<file path="src/design/urs_pkg.sv">
// shared types, constants and tables of the ultrasonic ranger core
package urs_pkg;

    localparam int DEF_COUNT_BITS = 16;
    localparam int DEF_DIGITS     = 4;
    localparam int QUEUE_DEPTH    = 4;

    localparam int TRIG_BITS      = 8;
    localparam int DISP_BITS      = 24;
    localparam int DWELL_BITS     = 16;
    localparam int SCALE_BITS     = 16;
    localparam int DIST_BITS      = 11;
    localparam int SEL_BITS       = 2;
    localparam int SEG_BITS       = 8;
    localparam int CFG_INDEX_BITS = 3;
    localparam int CFG_DATA_BITS  = 24;
    localparam int KIND_BITS      = 2;

    localparam logic [DIST_BITS-1:0] DIST_MAX     = 11'd2047;
    localparam logic [SEG_BITS-1:0]  IDLE_PATTERN = 8'hF9;

    localparam logic [CFG_INDEX_BITS-1:0] CFG_TRIGGER = 3'd0;
    localparam logic [CFG_INDEX_BITS-1:0] CFG_DISPLAY = 3'd1;
    localparam logic [CFG_INDEX_BITS-1:0] CFG_DWELL   = 3'd2;
    localparam logic [CFG_INDEX_BITS-1:0] CFG_SCALE   = 3'd3;

    localparam logic [TRIG_BITS-1:0]  RST_TRIGGER = 8'd10;
    localparam logic [DISP_BITS-1:0]  RST_DISPLAY = 24'd300000;
    localparam logic [DWELL_BITS-1:0] RST_DWELL   = 16'd250;
    localparam logic [SCALE_BITS-1:0] RST_SCALE   = 16'd1124;

    typedef enum logic [1:0] {
        PH_TRIGGER,
        PH_WAIT,
        PH_COUNT,
        PH_DISPLAY
    } t_phase;

    // what the back end has to do with one tick
    typedef enum logic [KIND_BITS-1:0] {
        K_IDLE,
        K_TRIG,
        K_MEAS,
        K_SHOW
    } t_kind;

    typedef struct packed {
        logic [TRIG_BITS-1:0]  trigger_ticks;
        logic [DISP_BITS-1:0]  display_ticks;
        logic [DWELL_BITS-1:0] dwell_ticks;
    } t_timing;

    typedef logic [3:0] t_digit;

    function automatic int idx_bits(int n);
        return (n > 1) ? $clog2(n) : 1;
    endfunction

    function automatic logic [SEG_BITS-1:0] seg_pattern(t_digit d);
        logic [SEG_BITS-1:0] p;
        case (d)
            4'd1:    p = 8'h06;
            4'd2:    p = 8'h5b;
            4'd3:    p = 8'h4f;
            4'd4:    p = 8'h66;
            4'd5:    p = 8'h6d;
            4'd6:    p = 8'h7d;
            4'd7:    p = 8'h07;
            4'd8:    p = 8'h7f;
            4'd9:    p = 8'h6f;
            default: p = 8'h3f;
        endcase
        return p;
    endfunction

endpackage

</file>
<file path="src/design/urs_front.sv">
// front end: phase sequencer that classifies each tick for the back end
module urs_front #(
    parameter int COUNT_BITS = urs_pkg::DEF_COUNT_BITS,
    parameter int DIGITS     = urs_pkg::DEF_DIGITS
) (
    input  logic                                  i_clk,
    input  logic                                  i_rst_n,
    input  urs_pkg::t_timing                      i_timing,
    input  logic                                  i_push,
    input  logic                                  i_echo,
    input  logic                                  i_q_full,
    output logic                                  o_q_push,
    output urs_pkg::t_kind                        o_kind,
    output logic [urs_pkg::idx_bits(DIGITS)-1:0]  o_idx,
    output logic [COUNT_BITS-1:0]                 o_count
);
    import urs_pkg::*;

    localparam int IDX_BITS = idx_bits(DIGITS);

    t_phase                r_phase, n_phase;
    logic [DISP_BITS-1:0]  r_phase_timer, n_phase_timer;
    logic [COUNT_BITS-1:0] r_count, n_count;
    logic [IDX_BITS-1:0]   r_digit_idx, n_digit_idx;
    logic [DWELL_BITS-1:0] r_dwell, n_dwell;

    logic [DISP_BITS-1:0]  w_phase_inc;
    logic [DWELL_BITS-1:0] w_dwell_inc;
    logic                  w_accept;

    assign w_accept    = i_push && !i_q_full;
    assign w_phase_inc = r_phase_timer + DISP_BITS'(1);
    assign w_dwell_inc = r_dwell + DWELL_BITS'(1);
    assign o_q_push    = w_accept;

    always_comb begin
        n_phase       = r_phase;
        n_phase_timer = r_phase_timer;
        n_count       = r_count;
        n_digit_idx   = r_digit_idx;
        n_dwell       = r_dwell;
        unique case (r_phase)
            PH_TRIGGER: begin
                n_phase_timer = w_phase_inc;
                if (w_phase_inc >= DISP_BITS'(i_timing.trigger_ticks)) begin
                    n_phase       = PH_WAIT;
                    n_phase_timer = '0;
                end
            end
            PH_WAIT: begin
                if (i_echo) begin
                    n_count = COUNT_BITS'(1);
                    n_phase = PH_COUNT;
                end
            end
            PH_COUNT: begin
                if (i_echo) begin
                    if (r_count != '1) begin
                        n_count = r_count + COUNT_BITS'(1);
                    end
                end else begin
                    n_digit_idx   = '0;
                    n_dwell       = '0;
                    n_phase_timer = '0;
                    n_phase       = PH_DISPLAY;
                end
            end
            PH_DISPLAY: begin
                n_dwell = w_dwell_inc;
                if (w_dwell_inc >= i_timing.dwell_ticks) begin
                    n_dwell     = '0;
                    n_digit_idx = (r_digit_idx == IDX_BITS'(DIGITS - 1)) ? '0
                                : r_digit_idx + IDX_BITS'(1);
                end
                n_phase_timer = w_phase_inc;
                if (w_phase_inc >= i_timing.display_ticks) begin
                    n_phase_timer = '0;
                    n_phase       = PH_TRIGGER;
                end
            end
        endcase
    end

    always_comb begin
        o_idx   = r_digit_idx;
        o_count = r_count;
        unique case (r_phase)
            PH_TRIGGER: o_kind = K_TRIG;
            PH_WAIT:    o_kind = K_IDLE;
            PH_COUNT:   o_kind = i_echo ? K_IDLE : K_MEAS;
            PH_DISPLAY: o_kind = K_SHOW;
        endcase
    end

    always_ff @(posedge i_clk) begin
        if (!i_rst_n) begin
            r_phase       <= PH_TRIGGER;
            r_phase_timer <= '0;
            r_count       <= '0;
            r_digit_idx   <= '0;
            r_dwell       <= '0;
        end else if (w_accept) begin
            r_phase       <= n_phase;
            r_phase_timer <= n_phase_timer;
            r_count       <= n_count;
            r_digit_idx   <= n_digit_idx;
            r_dwell       <= n_dwell;
        end
    end

endmodule

</file>
<file path="src/design/urs_queue.sv">
// short register queue between the front and back ends
module urs_queue #(
    parameter int WIDTH = 8,
    parameter int DEPTH = urs_pkg::QUEUE_DEPTH
) (
    input  logic             i_clk,
    input  logic             i_rst_n,
    input  logic             i_push,
    input  logic [WIDTH-1:0] i_data,
    output logic             o_full,
    input  logic             i_pop,
    output logic [WIDTH-1:0] o_data,
    output logic             o_empty
);
    import urs_pkg::*;

    localparam int PTR_BITS = idx_bits(DEPTH);
    localparam int CNT_BITS = $clog2(DEPTH + 1);

    logic [WIDTH-1:0]    r_mem [DEPTH];
    logic [PTR_BITS-1:0] r_wr_ptr, r_rd_ptr;
    logic [CNT_BITS-1:0] r_count;
    logic                w_wr, w_rd;

    assign o_full  = (r_count == CNT_BITS'(DEPTH));
    assign o_empty = (r_count == '0);
    assign w_wr    = i_push && !o_full;
    assign w_rd    = i_pop && !o_empty;
    assign o_data  = r_mem[r_rd_ptr];

    always_ff @(posedge i_clk) begin
        if (!i_rst_n) begin
            r_wr_ptr <= '0;
            r_rd_ptr <= '0;
            r_count  <= '0;
        end else begin
            if (w_wr) begin
                r_wr_ptr <= (r_wr_ptr == PTR_BITS'(DEPTH - 1)) ? '0 : r_wr_ptr + PTR_BITS'(1);
            end
            if (w_rd) begin
                r_rd_ptr <= (r_rd_ptr == PTR_BITS'(DEPTH - 1)) ? '0 : r_rd_ptr + PTR_BITS'(1);
            end
            if (w_wr && !w_rd) begin
                r_count <= r_count + CNT_BITS'(1);
            end else if (w_rd && !w_wr) begin
                r_count <= r_count - CNT_BITS'(1);
            end
        end
    end

    always_ff @(posedge i_clk) begin
        if (w_wr) begin
            r_mem[r_wr_ptr] <= i_data;
        end
    end

endmodule

</file>
<file path="src/design/urs_back.sv">
// back end: distance pipeline, decimal digits, segment drive and result register
module urs_back #(
    parameter int COUNT_BITS = urs_pkg::DEF_COUNT_BITS,
    parameter int DIGITS     = urs_pkg::DEF_DIGITS
) (
    input  logic                                  i_clk,
    input  logic                                  i_rst_n,
    input  logic [urs_pkg::SCALE_BITS-1:0]        i_scale,
    input  logic                                  i_q_empty,
    output logic                                  o_q_pop,
    input  urs_pkg::t_kind                        i_kind,
    input  logic [urs_pkg::idx_bits(DIGITS)-1:0]  i_idx,
    input  logic [COUNT_BITS-1:0]                 i_count,
    input  logic                                  i_pop,
    output logic                                  o_empty,
    output logic                                  o_trigger_out,
    output logic [urs_pkg::SEL_BITS-1:0]          o_digit_select,
    output logic [urs_pkg::SEG_BITS-1:0]          o_segments,
    output logic [urs_pkg::DIST_BITS-1:0]         o_distance_cm,
    output logic                                  o_distance_new
);
    import urs_pkg::*;

    localparam int IDX_BITS   = idx_bits(DIGITS);
    localparam int PROD_BITS  = COUNT_BITS + SCALE_BITS;
    localparam int SHIFT_BITS = PROD_BITS - 15;
    localparam int RMUL_BITS  = DIST_BITS + 14;
    localparam int QUOT_BITS  = RMUL_BITS - 16;
    localparam int LAST       = DIGITS - 1;
    localparam logic [PROD_BITS:0] ROUND_HALF = (PROD_BITS + 1)'(32'h7FFF);
    localparam logic [13:0]        RECIP_10   = 14'd6554;

    logic                  w_adv;

    // multiply stage
    logic                  r_s0_vld;
    t_kind                 r_s0_kind;
    logic [IDX_BITS-1:0]   r_s0_idx;
    logic [PROD_BITS-1:0]  r_s0_prod;
    logic [PROD_BITS-1:0]  w_prod;

    // round and clamp stage
    logic                  r_s1_vld;
    t_kind                 r_s1_kind;
    logic [IDX_BITS-1:0]   r_s1_idx;
    logic [DIST_BITS-1:0]  r_s1_dist;
    logic [PROD_BITS:0]    w_round;
    logic [SHIFT_BITS-1:0] w_shifted;
    logic [DIST_BITS-1:0]  w_dist;

    // one decimal digit per stage
    logic                  r_dg_vld  [DIGITS];
    t_kind                 r_dg_kind [DIGITS];
    logic [IDX_BITS-1:0]   r_dg_idx  [DIGITS];
    logic [DIST_BITS-1:0]  r_dg_dist [DIGITS];
    logic [DIST_BITS-1:0]  r_dg_rem  [DIGITS];
    t_digit                r_dg_val  [DIGITS][DIGITS];

    logic                  w_in_vld  [DIGITS];
    t_kind                 w_in_kind [DIGITS];
    logic [IDX_BITS-1:0]   w_in_idx  [DIGITS];
    logic [DIST_BITS-1:0]  w_in_dist [DIGITS];
    logic [DIST_BITS-1:0]  w_in_rem  [DIGITS];
    t_digit                w_in_val  [DIGITS][DIGITS];
    logic [RMUL_BITS-1:0]  w_rmul    [DIGITS];
    logic [QUOT_BITS-1:0]  w_quot    [DIGITS];
    logic [DIST_BITS-1:0]  n_dg_rem  [DIGITS];
    t_digit                n_dg_val  [DIGITS][DIGITS];

    // readout state and result register
    logic [DIST_BITS-1:0]  r_last_dist;
    t_digit                r_digit_vals [DIGITS];
    logic                  r_out_vld;
    logic                  r_out_trig;
    logic [SEL_BITS-1:0]   r_out_sel;
    logic [SEG_BITS-1:0]   r_out_seg;
    logic [DIST_BITS-1:0]  r_out_dist;
    logic                  r_out_new;
    logic                  w_o_trig;
    logic [SEL_BITS-1:0]   w_o_sel;
    logic [SEG_BITS-1:0]   w_o_seg;
    logic [DIST_BITS-1:0]  w_o_dist;
    logic                  w_o_new;
    logic                  w_meas_done;

    assign w_adv   = !r_out_vld || i_pop;
    assign o_q_pop = w_adv && !i_q_empty;
    assign o_empty = !r_out_vld;

    assign w_prod    = {{SCALE_BITS{1'b0}}, i_count} * {{COUNT_BITS{1'b0}}, i_scale};
    assign w_round   = {1'b0, r_s0_prod} + ROUND_HALF;
    assign w_shifted = w_round[PROD_BITS:16];
    assign w_dist    = (w_shifted > SHIFT_BITS'(DIST_MAX)) ? DIST_MAX
                     : w_shifted[DIST_BITS-1:0];

    always_comb begin
        w_in_vld[0]  = r_s1_vld;
        w_in_kind[0] = r_s1_kind;
        w_in_idx[0]  = r_s1_idx;
        w_in_dist[0] = r_s1_dist;
        w_in_rem[0]  = r_s1_dist;
        for (int k = 0; k < DIGITS; k++) begin
            w_in_val[0][k] = '0;
        end
        for (int j = 1; j < DIGITS; j++) begin
            w_in_vld[j]  = r_dg_vld[j-1];
            w_in_kind[j] = r_dg_kind[j-1];
            w_in_idx[j]  = r_dg_idx[j-1];
            w_in_dist[j] = r_dg_dist[j-1];
            w_in_rem[j]  = r_dg_rem[j-1];
            w_in_val[j]  = r_dg_val[j-1];
        end
        for (int j = 0; j < DIGITS; j++) begin
            w_rmul[j]      = RMUL_BITS'(w_in_rem[j]) * RMUL_BITS'(RECIP_10);
            w_quot[j]      = w_rmul[j][RMUL_BITS-1:16];
            n_dg_rem[j]    = DIST_BITS'(w_quot[j]);
            n_dg_val[j]    = w_in_val[j];
            n_dg_val[j][j] = t_digit'(w_in_rem[j] - DIST_BITS'(w_quot[j]) * DIST_BITS'(10));
        end
    end

    assign w_meas_done = r_dg_vld[LAST] && (r_dg_kind[LAST] == K_MEAS);

    always_comb begin
        w_o_trig = 1'b0;
        w_o_sel  = '0;
        w_o_seg  = IDLE_PATTERN;
        w_o_dist = r_last_dist;
        w_o_new  = 1'b0;
        unique case (r_dg_kind[LAST])
            K_IDLE: begin
            end
            K_TRIG: begin
                w_o_trig = 1'b1;
            end
            K_MEAS: begin
                w_o_dist = r_dg_dist[LAST];
                w_o_new  = 1'b1;
            end
            K_SHOW: begin
                w_o_sel = SEL_BITS'({2'b00, r_dg_idx[LAST]});
                w_o_seg = seg_pattern(r_digit_vals[r_dg_idx[LAST]]);
            end
        endcase
    end

    always_ff @(posedge i_clk) begin
        if (!i_rst_n) begin
            r_s0_vld    <= 1'b0;
            r_s0_kind   <= K_IDLE;
            r_s1_vld    <= 1'b0;
            r_s1_kind   <= K_IDLE;
            for (int j = 0; j < DIGITS; j++) begin
                r_dg_vld[j]     <= 1'b0;
                r_dg_kind[j]    <= K_IDLE;
                r_digit_vals[j] <= '0;
            end
            r_out_vld   <= 1'b0;
            r_last_dist <= '0;
        end else if (w_adv) begin
            r_s0_vld  <= o_q_pop;
            r_s0_kind <= o_q_pop ? i_kind : K_IDLE;
            r_s1_vld  <= r_s0_vld;
            r_s1_kind <= r_s0_kind;
            for (int j = 0; j < DIGITS; j++) begin
                r_dg_vld[j]  <= w_in_vld[j];
                r_dg_kind[j] <= w_in_kind[j];
            end
            r_out_vld <= r_dg_vld[LAST];
            if (w_meas_done) begin
                r_last_dist  <= r_dg_dist[LAST];
                r_digit_vals <= r_dg_val[LAST];
            end
        end
    end

    always_ff @(posedge i_clk) begin
        if (w_adv) begin
            r_s0_idx  <= i_idx;
            r_s0_prod <= w_prod;
            r_s1_idx  <= r_s0_idx;
            r_s1_dist <= w_dist;
            for (int j = 0; j < DIGITS; j++) begin
                r_dg_idx[j]  <= w_in_idx[j];
                r_dg_dist[j] <= w_in_dist[j];
                r_dg_rem[j]  <= n_dg_rem[j];
                r_dg_val[j]  <= n_dg_val[j];
            end
            r_out_trig <= w_o_trig;
            r_out_sel  <= w_o_sel;
            r_out_seg  <= w_o_seg;
            r_out_dist <= w_o_dist;
            r_out_new  <= w_o_new;
        end
    end

    assign o_trigger_out  = r_out_trig;
    assign o_digit_select = r_out_sel;
    assign o_segments     = r_out_seg;
    assign o_distance_cm  = r_out_dist;
    assign o_distance_new = r_out_new;

endmodule

</file>
<file path="src/design/ultrasonic_ranger_seven_segment_core.sv">
// top level of the ultrasonic ranger with multiplexed seven-segment readout
//
//  channel   | handshake               | payload
//  ----------+-------------------------+--------------------------------------------
//  tick in   | push / full             | i_echo_level
//  result    | empty / pop             | o_trigger_out o_digit_select o_segments
//            |                         | o_distance_cm o_distance_new
//  config    | i_cfg_valid/o_cfg_ready | i_cfg_index i_cfg_data
//
//  one tick per cycle in while full is low, one result per cycle out while pop is
//  held high; the front end phase sequencer classifies each tick combinationally
//  a tick passes the queue, multiply, round and digit stages and the result register
//  synchronous reset, no clearing pass; config registers return to their defaults
//  pop and empty both low freeze the back end; the 4-entry queue fills, full rises
module ultrasonic_ranger_seven_segment_core #(
    parameter int COUNT_BITS = urs_pkg::DEF_COUNT_BITS,
    parameter int DIGITS     = urs_pkg::DEF_DIGITS
) (
    input  logic                                i_clk,
    input  logic                                i_rst_n,
    input  logic                                push,
    output logic                                full,
    input  logic                                i_echo_level,
    output logic                                empty,
    input  logic                                pop,
    output logic                                o_trigger_out,
    output logic [urs_pkg::SEL_BITS-1:0]        o_digit_select,
    output logic [urs_pkg::SEG_BITS-1:0]        o_segments,
    output logic [urs_pkg::DIST_BITS-1:0]       o_distance_cm,
    output logic                                o_distance_new,
    input  logic                                i_cfg_valid,
    output logic                                o_cfg_ready,
    input  logic [urs_pkg::CFG_INDEX_BITS-1:0]  i_cfg_index,
    input  logic [urs_pkg::CFG_DATA_BITS-1:0]   i_cfg_data
);
    import urs_pkg::*;

    localparam int IDX_BITS = idx_bits(DIGITS);
    localparam int Q_WIDTH  = KIND_BITS + IDX_BITS + COUNT_BITS;

    logic [TRIG_BITS-1:0]  r_trigger_ticks;
    logic [DISP_BITS-1:0]  r_display_ticks;
    logic [DWELL_BITS-1:0] r_dwell_ticks;
    logic [SCALE_BITS-1:0] r_scale;
    t_timing               w_timing;
    logic                  w_cfg_wr;

    logic                  w_q_push, w_q_full, w_q_pop, w_q_empty;
    t_kind                 w_f_kind;
    logic [IDX_BITS-1:0]   w_f_idx;
    logic [COUNT_BITS-1:0] w_f_count;
    logic [Q_WIDTH-1:0]    w_q_wdata, w_q_rdata;
    t_kind                 w_b_kind;
    logic [IDX_BITS-1:0]   w_b_idx;
    logic [COUNT_BITS-1:0] w_b_count;

    assign o_cfg_ready = 1'b1;
    assign w_cfg_wr    = i_cfg_valid && o_cfg_ready;

    always_ff @(posedge i_clk) begin
        if (!i_rst_n) begin
            r_trigger_ticks <= RST_TRIGGER;
            r_display_ticks <= RST_DISPLAY;
            r_dwell_ticks   <= RST_DWELL;
            r_scale         <= RST_SCALE;
        end else if (w_cfg_wr) begin
            unique case (i_cfg_index)
                CFG_TRIGGER: r_trigger_ticks <= i_cfg_data[TRIG_BITS-1:0];
                CFG_DISPLAY: r_display_ticks <= i_cfg_data[DISP_BITS-1:0];
                CFG_DWELL:   r_dwell_ticks   <= i_cfg_data[DWELL_BITS-1:0];
                CFG_SCALE:   r_scale         <= i_cfg_data[SCALE_BITS-1:0];
                default: begin
                end
            endcase
        end
    end

    assign w_timing.trigger_ticks = r_trigger_ticks;
    assign w_timing.display_ticks = r_display_ticks;
    assign w_timing.dwell_ticks   = r_dwell_ticks;

    urs_front #(
        .COUNT_BITS (COUNT_BITS),
        .DIGITS     (DIGITS)
    ) u_front (
        .i_clk    (i_clk),
        .i_rst_n  (i_rst_n),
        .i_timing (w_timing),
        .i_push   (push),
        .i_echo   (i_echo_level),
        .i_q_full (w_q_full),
        .o_q_push (w_q_push),
        .o_kind   (w_f_kind),
        .o_idx    (w_f_idx),
        .o_count  (w_f_count)
    );

    assign full      = w_q_full;
    assign w_q_wdata = {w_f_kind, w_f_idx, w_f_count};

    urs_queue #(
        .WIDTH (Q_WIDTH),
        .DEPTH (QUEUE_DEPTH)
    ) u_queue (
        .i_clk   (i_clk),
        .i_rst_n (i_rst_n),
        .i_push  (w_q_push),
        .i_data  (w_q_wdata),
        .o_full  (w_q_full),
        .i_pop   (w_q_pop),
        .o_data  (w_q_rdata),
        .o_empty (w_q_empty)
    );

    assign w_b_kind  = t_kind'(w_q_rdata[Q_WIDTH-1 -: KIND_BITS]);
    assign w_b_idx   = w_q_rdata[COUNT_BITS +: IDX_BITS];
    assign w_b_count = w_q_rdata[COUNT_BITS-1:0];

    urs_back #(
        .COUNT_BITS (COUNT_BITS),
        .DIGITS     (DIGITS)
    ) u_back (
        .i_clk          (i_clk),
        .i_rst_n        (i_rst_n),
        .i_scale        (r_scale),
        .i_q_empty      (w_q_empty),
        .o_q_pop        (w_q_pop),
        .i_kind         (w_b_kind),
        .i_idx          (w_b_idx),
        .i_count        (w_b_count),
        .i_pop          (pop),
        .o_empty        (empty),
        .o_trigger_out  (o_trigger_out),
        .o_digit_select (o_digit_select),
        .o_segments     (o_segments),
        .o_distance_cm  (o_distance_cm),
        .o_distance_new (o_distance_new)
    );

    a_queue_state: assert property (@(posedge i_clk) disable iff (!i_rst_n)
        !(w_q_full && w_q_empty))
        else $error("queue reports full and empty together");

    a_new_is_blank: assert property (@(posedge i_clk) disable iff (!i_rst_n)
        (!empty && o_distance_new) |->
        (o_segments == IDLE_PATTERN && o_digit_select == 2'b00 && !o_trigger_out))
        else $error("fresh distance result is not shown blank");

    a_trig_is_blank: assert property (@(posedge i_clk) disable iff (!i_rst_n)
        (!empty && o_trigger_out) |->
        (o_segments == IDLE_PATTERN && !o_distance_new))
        else $error("trigger result drives the display");

    a_reset_empty: assert property (@(posedge i_clk)
        !i_rst_n |=> empty)
        else $error("result present straight after reset");

endmodule

</file>
<file path="config.mk">
export PLATFORM = sky130hd
export DESIGN_NAME = ultrasonic_ranger_seven_segment_core
export DESIGN_NICKNAME = d
export VERILOG_FILES = /design/src/design/urs_pkg.sv /design/src/design/urs_front.sv /design/src/design/urs_queue.sv /design/src/design/urs_back.sv /design/src/design/ultrasonic_ranger_seven_segment_core.sv
export SDC_FILE = /design/constraint.sdc
export NUM_CORES = 2
export LEC_CHECK = 0
export ABC_CLOCK_PERIOD_IN_PS = 10100
export BUFFER_PORTS_ARGS = -buffer_cell sky130_fd_sc_hd__buf_4
export CORE_ASPECT_RATIO = 0.7
export CORE_MARGIN = 8
export CORE_UTILIZATION = 65
export DETAILED_ROUTE_END_ITERATION = 7
export HOLD_SLACK_MARGIN = 0.12
export PLACE_DENSITY = 0.82
export SYNTH_ARGS = -nofsm -noshare
export SYNTH_HDL_FRONTEND = slang
export SYNTH_SLANG_ARGS = --single-unit
</file>
<file path="constraint.sdc">
create_clock -name i_clk -period 10.1 [get_ports i_clk]
set_clock_uncertainty 0.2 [all_clocks]
set_input_delay 1.01 -clock i_clk [delete_from_list [all_inputs] [get_ports i_clk]]
set_output_delay 1.01 -clock i_clk [all_outputs]
set_load 0.01 [all_outputs]
</file>
# After elaboration in Yosys (flattened, before gate mapping)
# Memory sizes are Yosys's and may differ from the RTL's. A register that Yosys moved wholly into a read port is not among the register bits.
# Cells that the tools add are included.
[classes] mul=9 n_addsub=13 bitwise=9 mux=50 order_cmp=5 n_reduce_logical=32 n_eq_ne=21
[op_table] operator="11-bit by 12-bit multiplier with 23-bit output (second input constant)" count=4
[op_table] operator="16-bit two-way mux" count=5
[op_table] operator="24-bit two-way mux" count=3
[op_table] operator="24-bit case mux with 3 select lines" count=1
[op_table] operator="16-bit case mux with 2 select lines" count=2
[op_table] operator="2-bit two-way mux" count=17
[op_table] operator="32-bit by 15-bit adder with 33-bit output (second input constant)" count=1
[op_table] operator="16-bit by 1-bit adder with 16-bit output (second input constant)" count=2
[op_table] operator="16-bit by 16-bit multiplier with 32-bit output" count=1
[op_table] operator="8-bit by 3-bit multiplier with 3-bit output (second input constant)" count=4
[op_table] operator="24-bit by 1-bit adder with 24-bit output (second input constant)" count=1
[op_table] operator="24-bit greater-or-equal comparator" count=1
[op_table] operator="24-bit by 8-bit greater-or-equal comparator with 1-bit output" count=1
[op_table] operator="17-bit by 11-bit > comparator with 1-bit output (second input constant)" count=1
[op_table] operator="16-bit greater-or-equal comparator" count=1
[op_table] operator="16-bit inequality test (second input constant)" count=1
[op_table] operator="2-bit case mux with 4 select lines" count=2
[op_table] operator="4-bit subtractor" count=4
[op_table] operator="2-bit equality test (second input constant)" count=7
[op_table] operator="1-bit two-way mux" count=13
[op_table] operator="11-bit two-way mux" count=1
[op_table] operator="2-bit AND reduction" count=5
[op_table] operator="5-bit AND reduction" count=2
[op_table] operator="4-bit binary-select mux with 2-bit select" count=1
[op_table] operator="24 further kinds" count=58
[totals] rom_bits=112 elab_cells=174 ram_bits=240 memories=8 input_bits=33 out_inout_bits=26 regBits=219
[mem_list] name="(name not given)" depth=16 width=7 rd=1 rd_clocked_by_memory_dff=1 write_ports=0 line="urs_pkg.sv:61" source="case (d)"
[mem_list] name="u_queue.r_mem" depth=4 width=20 rd=1 rd_clocked_by_memory_dff=1 write_ports=1 line="urs_queue.sv:20" source="logic [WIDTH-1:0] r_mem [DEPTH];"
[mem_list] name="u_back.r_dg_val" depth=4 width=16 rd=4 rd_clocked_by_memory_dff=1 write_ports=4 line="urs_back.sv:57" source="t_digit r_dg_val [DIGITS][DIGITS];"
[mem_list] name="u_back.r_dg_dist" depth=4 width=11 rd=4 rd_clocked_by_memory_dff=0 write_ports=4 line="urs_back.sv:55" source="logic [DIST_BITS-1:0] r_dg_dist [DIGITS];"
[mem_list] name="u_back.r_dg_rem" depth=4 width=8 rd=3 rd_clocked_by_memory_dff=0 write_ports=4 line="urs_back.sv:56" source="logic [DIST_BITS-1:0] r_dg_rem [DIGITS];"
[mem_list] name="u_back.r_dg_idx" depth=4 width=2 rd=4 rd_clocked_by_memory_dff=0 write_ports=4 line="urs_back.sv:54" source="logic [IDX_BITS-1:0] r_dg_idx [DIGITS];"
[mem_list] name="2 more memories"

# Logic depth before layout (Yosys ltp)
[depth] ltp_word=8 depth_mapped=27 mapped_depth_nobuf=24

# By module
# A second synthesis with hierarchy kept.
[unflattened] cells_unflattened=3056 hier_area_um2=32309.7
[by_module_without_submodules] module="urs_back" instances=1 cells_each=2047 seq_area_each_um2=6336.1 area_each_um2=21748.4
[by_module_without_submodules] module="urs_front" instances=1 cells_each=599 seq_area_each_um2=1201.2 area_each_um2=4660.7
[by_module_without_submodules] module="urs_queue" instances=1 cells_each=155 seq_area_each_um2=2582.5 area_each_um2=3359.5
[by_module_without_submodules] module="ultrasonic_ranger_seven_segment_core" instances=1 cells_each=255 seq_area_each_um2=1281.2 area_each_um2=2541.2

# Worst setup path after synthesis
# Ideal clock, no wire load.
[synth_path] path_kind="register -> register" startpoint="register (tool-made name)" endpoint="register u_back.r_s0_prod[31] (data pin)" path_stages_with_launch=24 n_path_buf=2 slack_ns=2.593 arrival_time_ns=7.051 t_required_ns=9.644 cell_sequence="dfxtp_1 buf_1 buf_2 mux4_2 and2_1 fa_1 inv_1 fa_1 fa_1 inv_1 fa_1 fa_1 inv_1 fa_1 inv_1 ha_1 nand4_1 nor3_1 o2111ai_1 a211o_1 a21boi_0 nor4_1 o22a_1 a22o_1"
[synth_lines] element="end signal, assigned" line="urs_back.sv:180" source="r_s0_prod <= w_prod;"
[synth_lines] element="end, declared" line="urs_back.sv:39" source="logic [PROD_BITS-1:0] r_s0_prod;"

==> results.tsv <==
stage	metric	value	unit
status	status	completed	
setup_path	cp_slowest_cell	dfxtp_1	
clocking	h-tree-depth	2	
floorplanning	rows	67	
setup_path	cpMostUsedCell	fa_1	
timing	worst_pin_slew	1.29	ns
finish	multiInputGateArea	17900	sq um
setup_path	worstPathRequired	10.21	ns
placement	place_area	32400	sq um
finish	synthToLayoutAreaGrowth	7.50	%
yosys	ys_warn_count	0	
setup_path	critPathTopFamily	adder cells	
finish	fin_nets	3651	
clocking	cts_root_buf	clkbuf_16	
floorplanning	initial_core_util	0.658	
clocking	clock_latency	0.58	ns
yosys	syn_avg_cell_area	10.5	sq um
grt	grt.total_usage	0.246	
finish	drive_above_1_share	0.0652	
grt	grt_max_degree	118	
yosys	ys_ff_latch	436	
routing	drt_iter0_drc	1707	
finish	seqCellArea	11400	sq um
routing	viasPerCell	5.79	
yosys	synth_top_area_share	0.255	
yosys	synth_nets	3647	
setup_path	slowest_delay	0.80	ns
clocking	clockBufferDepth	3	
timing	slew_headroom	0.142	
finish	final_util	0.707	
clocking	tritoncts	built	
floorplanning	io_pins	59	
finish	fin_area	33800	sq um
clocking	post-cts-setup-buffers	0	
grt	grt_pass1_vias	22500	
timing	clock.fmax	0.122	GHz
finish	diodes	0	
yosys	synth_commonest_cells	inv_1, nand2_1, ha_1, fa_1, edfxtp_1	
setup_path	start_kind	register	
yosys	synth_area	31500	sq um
routing	drcViolationCount	0	
clocking	holdBufCountCts	0	
floorplanning	dieArea	55800	sq um
timing	timing.final.crit_share	0.810	
routing	wire_per_inst	18.4	microns
timing	grt_setup_unrepaired	false	
setup_path	crit_fanout	16	
hold_path	holdCritPathClass	register to register	
clocking	clk_pin_slew	0.07	ns
routing	first_pass_iters	5	
timing	hold_ws	0.211	ns
yosys	synthFlopType	edfxtp_1	
setup_path	cp_cell_sequence	buf_4, mux4_2, and2_1, fa_1, inv_1, fa_1, fa_1, inv_1, fa_1, fa_1, inv_1, fa_1, inv_1, ha_1, nand4_1, nor3_1, o2111ai_1, a211o_1, a21boi_0, nor4_1, o22a_1, a22o_1	
clocking	cts_resized	0	
routing	finalWirelength	67.7	mm
yosys	ys_seq_area_frac	0.362	
grt	antenna_found_initial	0	
routing	vias	21300	
setup_path	worst_setup_path_end_kind	register	
grt	overflow	0	
yosys	yosysTopAreaCell	edfxtp_1	
placement	port-buffer-count	57	
yosys	synthArstFlopShare	0	
timing	finalHoldViolCount	0	
timing	min_period	8.18	ns
placement	globalplace.congestion	0.932	
floorplanning	die_x	279	microns
placement	dpl.hpwl	51.1	mm
yosys	yosysMostFrequentCell	inv_1	
timing	fin_tns_setup	0	ns
yosys	syn_inst	2985	
clocking	clkSinkCount	436	
floorplanning	core_area	47900	sq um
grt	grt_pass1_wl	113	mm
finish	fill_cells	3302	
yosys	synth.distinct_cells	77	
yosys	synth.top_cells.by_area	edfxtp_1, fa_1, ha_1	
routing	ant_nets	0	
setup_path	critPathKind	register to register	
setup_path	cp_num_buf_inv	5	
setup_path	worstPathArrival	8.30	ns
clocking	cts_inserted_buffers	42	
job	maxCapViolations	0	
timing	setup_violations	0	
floorplanning	die_height	200	microns
timing	final_max_slew_viol_count	0	
yosys	synth-edff-count	267	
cell usage in the layout, fill, tap and decap left out, types with 9 or more instances in the layout:
cell / n
xor2_1: 45
fa_1: 268
ha_1: 361
or3_1: 10
and4_1: 11
nand2b_1: 20
mux2i_1: 11
nor3_1: 35
nor2_1: 93
a21oi_1: 145
a21o_1: 30
mux4_2: 23
mux2_2: 12
inv_1: 459
buf_4: 62
xnor2_1: 79
edfxtp_1: 267
nand4_1: 17
dfxtp_1: 169
nand3_1: 48
o211ai_1: 23
a22o_1: 11
o21ai_0: 37
nor2b_1: 13
and2_1: 129
nand2_1: 411
clkbuf_16: 45
a211oi_1: 9
and3_1: 25
worst paths after layout:
kind / startpoint / end / slack [ns] / depth (start not counted)
hold reg to reg: u_back.r_dg_idx[2][1] / u_back.r_dg_idx[3][1] / 0.21 / 0
setup / recovery: register / u_back.r_s0_prod[31] / 1.92 / 22
hold / removal: u_back.r_dg_idx[2][1] / u_back.r_dg_idx[3][1] / 0.21 / 0
setup reg to reg: register / u_back.r_s0_prod[31] / 1.92 / 22
state kept, by name, indices dropped and copies added (netlist names), 11 cells and up, named ones only:
register / cells
r_dwell_ticks: 16
u_front.r_phase_timer: 24
u_front.o_count: 16
u_back.r_digit_vals: 16
u_front.r_dwell: 16
u_back.r_dg_val: 37
u_back.r_dg_rem: 20
u_queue.r_mem: 80
r_display_ticks: 24
r_scale: 16
u_back.r_dg_dist: 43
u_back.r_s0_prod: 32
u_back.o_distance_cm: 11
u_back.r_s1_dist: 11
area by class of cell:
| cell class | instances | area share |
|---|---|---|
| multi-input combinational | 1986 | 0.530 |
| inverter | 461 | 0.0513 |
| clock buffer | 57 | 0.0361 |
| timing repair buffer | 62 | 0.0138 |
| tap | 655 | 0.0242 |
| clock inverter | 21 | 0.00754 |
| sequential | 436 | 0.337 |
cells by family after synthesis:
logic type,synth area share
adder cells (fa/ha/maj),0.314
flip-flops,0.362
other,0.000119
AO/OA/AOI/OAI,0.0673
multiplexers,0.0242
buffers and inverters,0.0679
AND/OR/NAND/NOR,0.129
XOR/XNOR,0.0350
through the flow:
| step | instances | setup slack (ns) |
|---|---|---|
| floorplan | 2985 | 2.59 |
| finish | 3678 | 1.92 |
| detailed placement | 3600 | 1.92 |
| global route | 3678 | 1.45 |
| global placement | 3600 | 2.11 |
| CTS | 3678 | 1.85 |
metal layers:
| layer | track usage | share of wire | up-vias |
|---|---|---|---|
| met1 | 0.343 | 0.43 | 10600 |
| met3 | 0.0462 | 0.076 | 129 |
| met4 | 0.0641 | 0.023 | 0 |
| li1 | - | - | 9852 |
| met5 | 0 | 0 | - |
| met2 | 0.395 | 0.47 | 732 |
Power is not shown: default switching activity piles up to over one toggle a cycle in this logic, so the estimate is an artifact.
